<file path="config.mk">
export PLATFORM = sky130hd
export DESIGN_NAME = comment_blanking_filter
export DESIGN_NICKNAME = d
export VERILOG_FILES = /design/src/sv/cbf_pkg.sv /design/src/sv/comment_blanking_filter.sv /design/src/sv/cbf_scan.sv /design/src/sv/cbf_out_queue.sv
export VERILOG_INCLUDE_DIRS = /design/src /design/src/sv
export SDC_FILE = /design/constraint.sdc
export NUM_CORES = 1
export LEC_CHECK = 0
export ABC_AREA = 1
export ABC_CLOCK_PERIOD_IN_PS = 4700
export BUFFER_PORTS_ARGS = -buffer_cell sky130_fd_sc_hd__buf_2
export CAP_MARGIN = 20
export CORE_MARGIN = 8
export CORE_UTILIZATION = 60
export CTS_BUF_LIST = sky130_fd_sc_hd__clkbuf_8
export DETAILED_ROUTE_END_ITERATION = 16
export PLACE_DENSITY = 0.84
export RECOVER_POWER = 50
export SYNTH_ARGS = -nofsm -noshare
export SYNTH_HDL_FRONTEND = slang
export SYNTH_HIERARCHICAL = 1
export SYNTH_SLANG_ARGS = --single-unit
</file>
<file path="constraint.sdc">
create_clock -name clk -period 4.7 [get_ports clk]
set_input_delay 0.94 -clock clk [delete_from_list [all_inputs] [get_ports clk]]
set_output_delay 0.94 -clock clk [all_outputs]
set_load 0.01 [all_outputs]
</file>
<file path="src/sv/comment_blanking_filter_macros.svh">
// ----------------------------------------------------------------------------
// comment blanking filter assertion macros
// shared concurrent check forms, clocked on clk and disabled during reset
// ----------------------------------------------------------------------------
`ifndef COMMENT_BLANKING_FILTER_MACROS_SVH
`define COMMENT_BLANKING_FILTER_MACROS_SVH

// same-cycle implication
`define CBF_ASSERT_NOW(lbl, ante, cons, msg) \
	lbl: assert property (@(posedge clk) disable iff (!arst_n) (ante) |-> (cons)) \
		else $error(msg);

// next-cycle implication
`define CBF_ASSERT_NEXT(lbl, ante, cons, msg) \
	lbl: assert property (@(posedge clk) disable iff (!arst_n) (ante) |=> (cons)) \
		else $error(msg);

`endif

</file>
<file path="src/sv/cbf_pkg.sv">
// ----------------------------------------------------------------------------
// cbf_pkg
// types, character constants and the per-byte classifier of the filter
// ----------------------------------------------------------------------------
package cbf_pkg;

	localparam logic [7:0] CH_SLASH = 8'h2F;
	localparam logic [7:0] CH_STAR  = 8'h2A;
	localparam logic [7:0] CH_LF    = 8'h0A;
	localparam logic [7:0] CH_CR    = 8'h0D;
	localparam logic [7:0] CH_SPACE = 8'h20;

	// result queue depth and pointer width
	localparam int QDEPTH = 3;
	localparam int QPTR_W = $clog2(QDEPTH);

	typedef enum logic [1:0] {
		MODE_TEXT,
		MODE_LINE,
		MODE_BLOCK,
		MODE_CLOSE
	} scan_mode_t;

	typedef struct packed {
		logic [7:0] in_byte;
		logic       in_last;
	} in_req_t;

	typedef struct packed {
		logic [7:0] out_byte;
		logic       out_last;
	} out_req_t;

	// results produced by one accepted request, item0 goes out first
	typedef struct packed {
		logic [1:0] cnt;
		out_req_t   item0;
		out_req_t   item1;
	} push_t;

	typedef struct packed {
		logic       held_valid;
		scan_mode_t mode;
	} scan_stat_t;

	typedef struct packed {
		logic [7:0] out_byte;
		scan_mode_t mode;
	} cls_t;

	function automatic cls_t classify(scan_mode_t mode, logic [7:0] cur,
			logic [7:0] nxt, logic has_next);
		cls_t r;
		r.out_byte = cur;
		r.mode     = mode;
		unique case (mode)
			MODE_TEXT: begin
				if (cur == CH_SLASH && has_next && nxt == CH_SLASH) begin
					r.out_byte = CH_SPACE;
					r.mode     = MODE_LINE;
				end else if (cur == CH_SLASH && has_next && nxt == CH_STAR) begin
					r.out_byte = CH_SPACE;
					r.mode     = MODE_BLOCK;
				end
			end
			MODE_LINE: begin
				if (cur == CH_LF || cur == CH_CR) begin
					r.mode = MODE_TEXT;
				end else begin
					r.out_byte = CH_SPACE;
				end
			end
			MODE_BLOCK: begin
				r.out_byte = CH_SPACE;
				if (cur == CH_STAR && has_next && nxt == CH_SLASH) begin
					r.mode = MODE_CLOSE;
				end
			end
			MODE_CLOSE: begin
				r.out_byte = CH_SPACE;
				r.mode     = MODE_TEXT;
			end
		endcase
		return r;
	endfunction

endpackage

</file>
<file path="src/sv/comment_blanking_filter.sv">
// ----------------------------------------------------------------------------
// comment_blanking_filter
// blanks line and block comments of a byte stream to spaces, length preserved
// ----------------------------------------------------------------------------
//
//  channel | valid       | ready       | payload            | fields
//  --------+-------------+-------------+--------------------+------------------
//  raw     | raw_valid   | raw_ready   | raw   (in_req_t)   | in_byte, in_last
//  clean   | clean_valid | clean_ready | clean (out_req_t)  | out_byte, out_last
//
//  one raw request is taken per cycle while raw_ready is high; a byte leaves
//  one request later, once its lookahead byte has arrived, and the final byte
//  of a buffer flushes the held byte along with itself, two results at once
//  the three-entry result queue sets the pace: raw_ready is high while it
//  holds at most one result, so a stall on clean backs up into raw_ready
//  reset clears the lookahead, the comment mode and the queue pointers
//
`include "comment_blanking_filter_macros.svh"

module comment_blanking_filter (
	input  logic              clk,
	input  logic              arst_n,
	input  logic              raw_valid,
	output logic              raw_ready,
	input  cbf_pkg::in_req_t  raw,
	output logic              clean_valid,
	input  logic              clean_ready,
	output cbf_pkg::out_req_t clean
);
	import cbf_pkg::*;

	logic       fire;
	push_t      push;
	scan_stat_t stat;
	logic       space;
	logic [1:0] level;

	// request taken when the queue can absorb both possible results
	assign raw_ready = space;
	assign fire      = raw_valid && raw_ready;

	// lookahead stage: classifies the held byte against the new one and,
	// on the final byte, the final byte itself
	cbf_scan u_scan (
		.clk    (clk),
		.arst_n (arst_n),
		.fire   (fire),
		.raw    (raw),
		.push   (push),
		.stat   (stat)
	);

	// result queue: decouples the scan stage from clean-side stalls
	cbf_out_queue u_queue (
		.clk         (clk),
		.arst_n      (arst_n),
		.push        (push),
		.space       (space),
		.level       (level),
		.clean_valid (clean_valid),
		.clean_ready (clean_ready),
		.clean       (clean)
	);

	// final byte always returns the scanner to an empty, normal-text state
	`CBF_ASSERT_NEXT(a_last_resets_scan, fire && raw.in_last, !stat.held_valid && stat.mode == MODE_TEXT, "scan state not cleared after final byte")

	// a request that flushes two results leaves at least two queued
	`CBF_ASSERT_NEXT(a_flush_two, fire && raw.in_last && stat.held_valid, level >= 2'd2, "flush lost a result")

	// any request with a held byte produces a result on the next cycle
	`CBF_ASSERT_NEXT(a_held_emits, fire && stat.held_valid, clean_valid, "held byte produced no result")

	// push count stays consistent with the scan state
	`CBF_ASSERT_NOW(a_push_cnt, push.cnt == 2'd2, fire && stat.held_valid && raw.in_last, "double push without flush")

endmodule

</file>
<file path="src/sv/cbf_scan.sv">
// ----------------------------------------------------------------------------
// cbf_scan
// lookahead register and comment mode tracking, builds results per request
// ----------------------------------------------------------------------------
module cbf_scan (
	input  logic             clk,
	input  logic             arst_n,
	input  logic             fire,
	input  cbf_pkg::in_req_t raw,
	output cbf_pkg::push_t   push,
	output cbf_pkg::scan_stat_t stat
);
	import cbf_pkg::*;

	logic [7:0] held_byte_q;
	logic       held_valid_q;
	scan_mode_t mode_q;

	cls_t       cls_held;
	cls_t       cls_new;
	scan_mode_t mode_mid;

	always_comb begin
		// held byte sees the incoming byte as lookahead
		cls_held = classify(mode_q, held_byte_q, raw.in_byte, 1'b1);
		mode_mid = held_valid_q ? cls_held.mode : mode_q;
		// final byte has no lookahead
		cls_new  = classify(mode_mid, raw.in_byte, 8'h00, 1'b0);

		if (held_valid_q) begin
			push.item0 = '{out_byte: cls_held.out_byte, out_last: 1'b0};
			push.item1 = '{out_byte: cls_new.out_byte,  out_last: 1'b1};
			push.cnt   = raw.in_last ? 2'd2 : 2'd1;
		end else begin
			push.item0 = '{out_byte: cls_new.out_byte, out_last: 1'b1};
			push.item1 = '{out_byte: cls_new.out_byte, out_last: 1'b1};
			push.cnt   = raw.in_last ? 2'd1 : 2'd0;
		end
		if (!fire) begin
			push.cnt = 2'd0;
		end
	end

	always_ff @(posedge clk or negedge arst_n) begin
		if (!arst_n) begin
			held_byte_q  <= '0;
			held_valid_q <= 1'b0;
			mode_q       <= MODE_TEXT;
		end else if (fire) begin
			if (raw.in_last) begin
				held_valid_q <= 1'b0;
				mode_q       <= MODE_TEXT;
			end else begin
				held_byte_q  <= raw.in_byte;
				held_valid_q <= 1'b1;
				mode_q       <= mode_mid;
			end
		end
	end

	assign stat = '{held_valid: held_valid_q, mode: mode_q};

endmodule

</file>
<file path="src/sv/cbf_out_queue.sv">
// ----------------------------------------------------------------------------
// cbf_out_queue
// three-entry result queue, takes up to two results per cycle
// ----------------------------------------------------------------------------
module cbf_out_queue (
	input  logic              clk,
	input  logic              arst_n,
	input  cbf_pkg::push_t    push,
	output logic              space,
	output logic [1:0]        level,
	output logic              clean_valid,
	input  logic              clean_ready,
	output cbf_pkg::out_req_t clean
);
	import cbf_pkg::*;

	out_req_t          mem_q [QDEPTH];
	logic [QPTR_W-1:0] wr_q;
	logic [QPTR_W-1:0] rd_q;
	logic [1:0]        level_q;
	logic [QPTR_W-1:0] wr_nxt;
	logic              pop;

	function automatic logic [QPTR_W-1:0] ptr_inc(logic [QPTR_W-1:0] p);
		return (p == QPTR_W'(QDEPTH - 1)) ? '0 : p + 1'b1;
	endfunction

	assign wr_nxt = ptr_inc(wr_q);
	assign pop    = clean_valid && clean_ready;

	always_ff @(posedge clk) begin
		if (push.cnt != 2'd0) begin
			mem_q[wr_q] <= push.item0;
		end
		if (push.cnt == 2'd2) begin
			mem_q[wr_nxt] <= push.item1;
		end
	end

	always_ff @(posedge clk or negedge arst_n) begin
		if (!arst_n) begin
			wr_q    <= '0;
			rd_q    <= '0;
			level_q <= '0;
		end else begin
			unique case (push.cnt)
				2'd1:    wr_q <= wr_nxt;
				2'd2:    wr_q <= ptr_inc(wr_nxt);
				default: wr_q <= wr_q;
			endcase
			if (pop) begin
				rd_q <= ptr_inc(rd_q);
			end
			level_q <= level_q + push.cnt - {1'b0, pop};
		end
	end

	// room for the worst case of two results, regardless of a pop this cycle
	assign space       = (level_q <= 2'd1);
	assign level       = level_q;
	assign clean_valid = (level_q != 2'd0);
	assign clean       = mem_q[rd_q];

endmodule

</file>
==> reports/summary.txt <==
final hold vios - 0
clock latency on the worst-skew pair - 0.30 ns
first-pass GRT wire length - 9453 um
I/O Buffers - 23
cell area power density - 637.0 mW/mm2
largest net degree at the start of global routing - 21
core area - 0.004354 mm2
post-route clock skew - 0.006309 ns
clk sinks - 44
IO Pins - 24
initial drt markers - 127
Worst-Margin Slew - 0.8976 ns
post-synth net total - 357
r2r worst-path depth - 8
drt pass-1 iters - 4
Post-Syn Area - 0.002728 mm2
Worst-path clk slew - 0.08 ns
Max-cap violations - 0
HPWL after detailed placement - 4278 um
fin util - 66.26%
clock root cell - clkbuf_8
Arrival @ worst endpoint - 2.97 ns
Critical Path RT - 4.75 ns
setup TNS after final layout - 0 ns
Critical R2R Launch - u_scan/held_valid_q
TritonCTS clock tree - built
via count - 2260
synth warn - 6
commonest non-fill, non-tap cell in the layout - nand2_1
Final Setup Violations - 0
die extent in y - 83.43 um
starting density of the core - 62.64%
Syn Area/Cell - 8.046 um2
Tot GR Track Use - 16.10%
CTS max path bufs - 2
RD Place Congestion - 0.9155
WHS Path Cells - 2
Worst VDD drop - 0.3073 mV
crit start category - input port
antenna-violating nets left - 0
Area Growth Syn to Fin - 5.780%
post-CTS setup buffer count - 0
crit path to - u_queue/mem_q[1][7]
routed len/inst - 13.34 um
Syn Inst Count - 339
diode count - 0
post_cts resized - 0
most frequent cells in the layout - nand2_1, inv_1, edfxtp_1, nand3_1, o21ai_0
H-tree depth - 2
Die Area - 0.006960 mm2
RSZ-0062 raised after global routing - false
Total Wirelength - 5536 um
row count - 24
hold buffers post-CTS - 0
vias in the first global route - 2080
die width - 83.43 um
hold slack - 0.5249 ns
initial antenna violation count - 0
Worst Slack Setup Final - 1.781 ns
Reg-to-Reg End - u_queue/mem_q[1][7]
Post-route DRC - 0
Max Freq - 0.3426 GHz
register-to-register path setup slack - 1.92 ns
crit-path max FO - 20
Slew Viols, Final - 0
setup slack at placement - 1.243 ns
status - complete, no violations
fill count - 376
worst hold path class - register to register
final period utilization - 62.10%
Critical path origin - raw[0]
share of layout cells above drive strength 1 - 17.63%
WS Path Type - input port to register
Final Critical Period - 2.919 ns
Layout Nets - 380
Num CTS Buffers - 5
Via-to-Cell Ratio - 5.446
gr ovfl total - 0
crit end category - register
Leakage - 1.392 nW
Slew headroom - 40.16%
## power breakdown
group | switching [mW] | internal (mW) | total [mW] | leakage [nW]
combinational | 0.566 | 0.300 | 0.866 | 0.877
clock | 0.127 | 0.157 | 0.284 | 0.0541
sequential | 0.104 | 0.584 | 0.687 | 0.460
## cell type report
class / instances / area (um2) / area share (%)
clock inverters: 3 / 42.54 / 1.474
multi-input cells: 240 / 1174 / 40.68
clock buffers: 5 / 68.82 / 2.385
repair buffers: 26 / 130.1 / 4.510
inverters: 45 / 168.9 / 5.854
well taps: 52 / 65.06 / 2.255
flip-flops and latches: 44 / 1236 / 42.84
## how the worst min path moves through the flow
stage | from | endpoint | slack (ns)
floorplan | u_queue/rd_q[0] | u_queue/rd_q[0] | 0.49
global placement | u_queue/rd_q[0] | u_queue/rd_q[0] | 0.51
detailed placement | u_queue/rd_q[0] | u_queue/rd_q[0] | 0.53
CTS | u_queue/rd_q[0] | u_queue/rd_q[0] | 0.55
global route | u_queue/rd_q[0] | u_queue/rd_q[0] | 0.56
finish | u_queue/rd_q[0] | u_queue/rd_q[0] | 0.52
## through the flow
step	area [um2]	power, mW	instances
final	2885	1.838	415
after global routing	2885	2.001	415
after CTS	2950	1.904	414
after detailed placement	2839	1.614	406
after global placement	2839	1.575	406
after floorplan	2728	1.384	339
## sequential cells by signal, summed over array words and instances, names as in the netlist
name and count:
u_queue/wr_q 2, u_scan/held_valid_q 1, u_queue/rd_q 2, u_queue/level 2, u_queue/mem_q 27, u_scan/mode_q 2
u_scan/held_byte_q 8
## critical path: stages
cell and delay (ns):
clkbuf_1 0.09, ha_1 0.28, nand2_1 0.05, inv_1 0.07, inv_1 0.06, ha_1 0.25, nand2_1 0.59, o21ai_0 0.35
buf_2 0.27
## metal layers
metal / up-vias / GRT usage (%) / part of all wire, %
met2: 61 / 26.45 / 48
li1: 1142 / - / -
met3: 5 / 3.223 / 4.5
met4: 0 / 5.495 / 0.79
met5: - / 0 / 0
met1: 1052 / 20.55 / 46
Note: power is estimated with default switching activity, not from simulation.
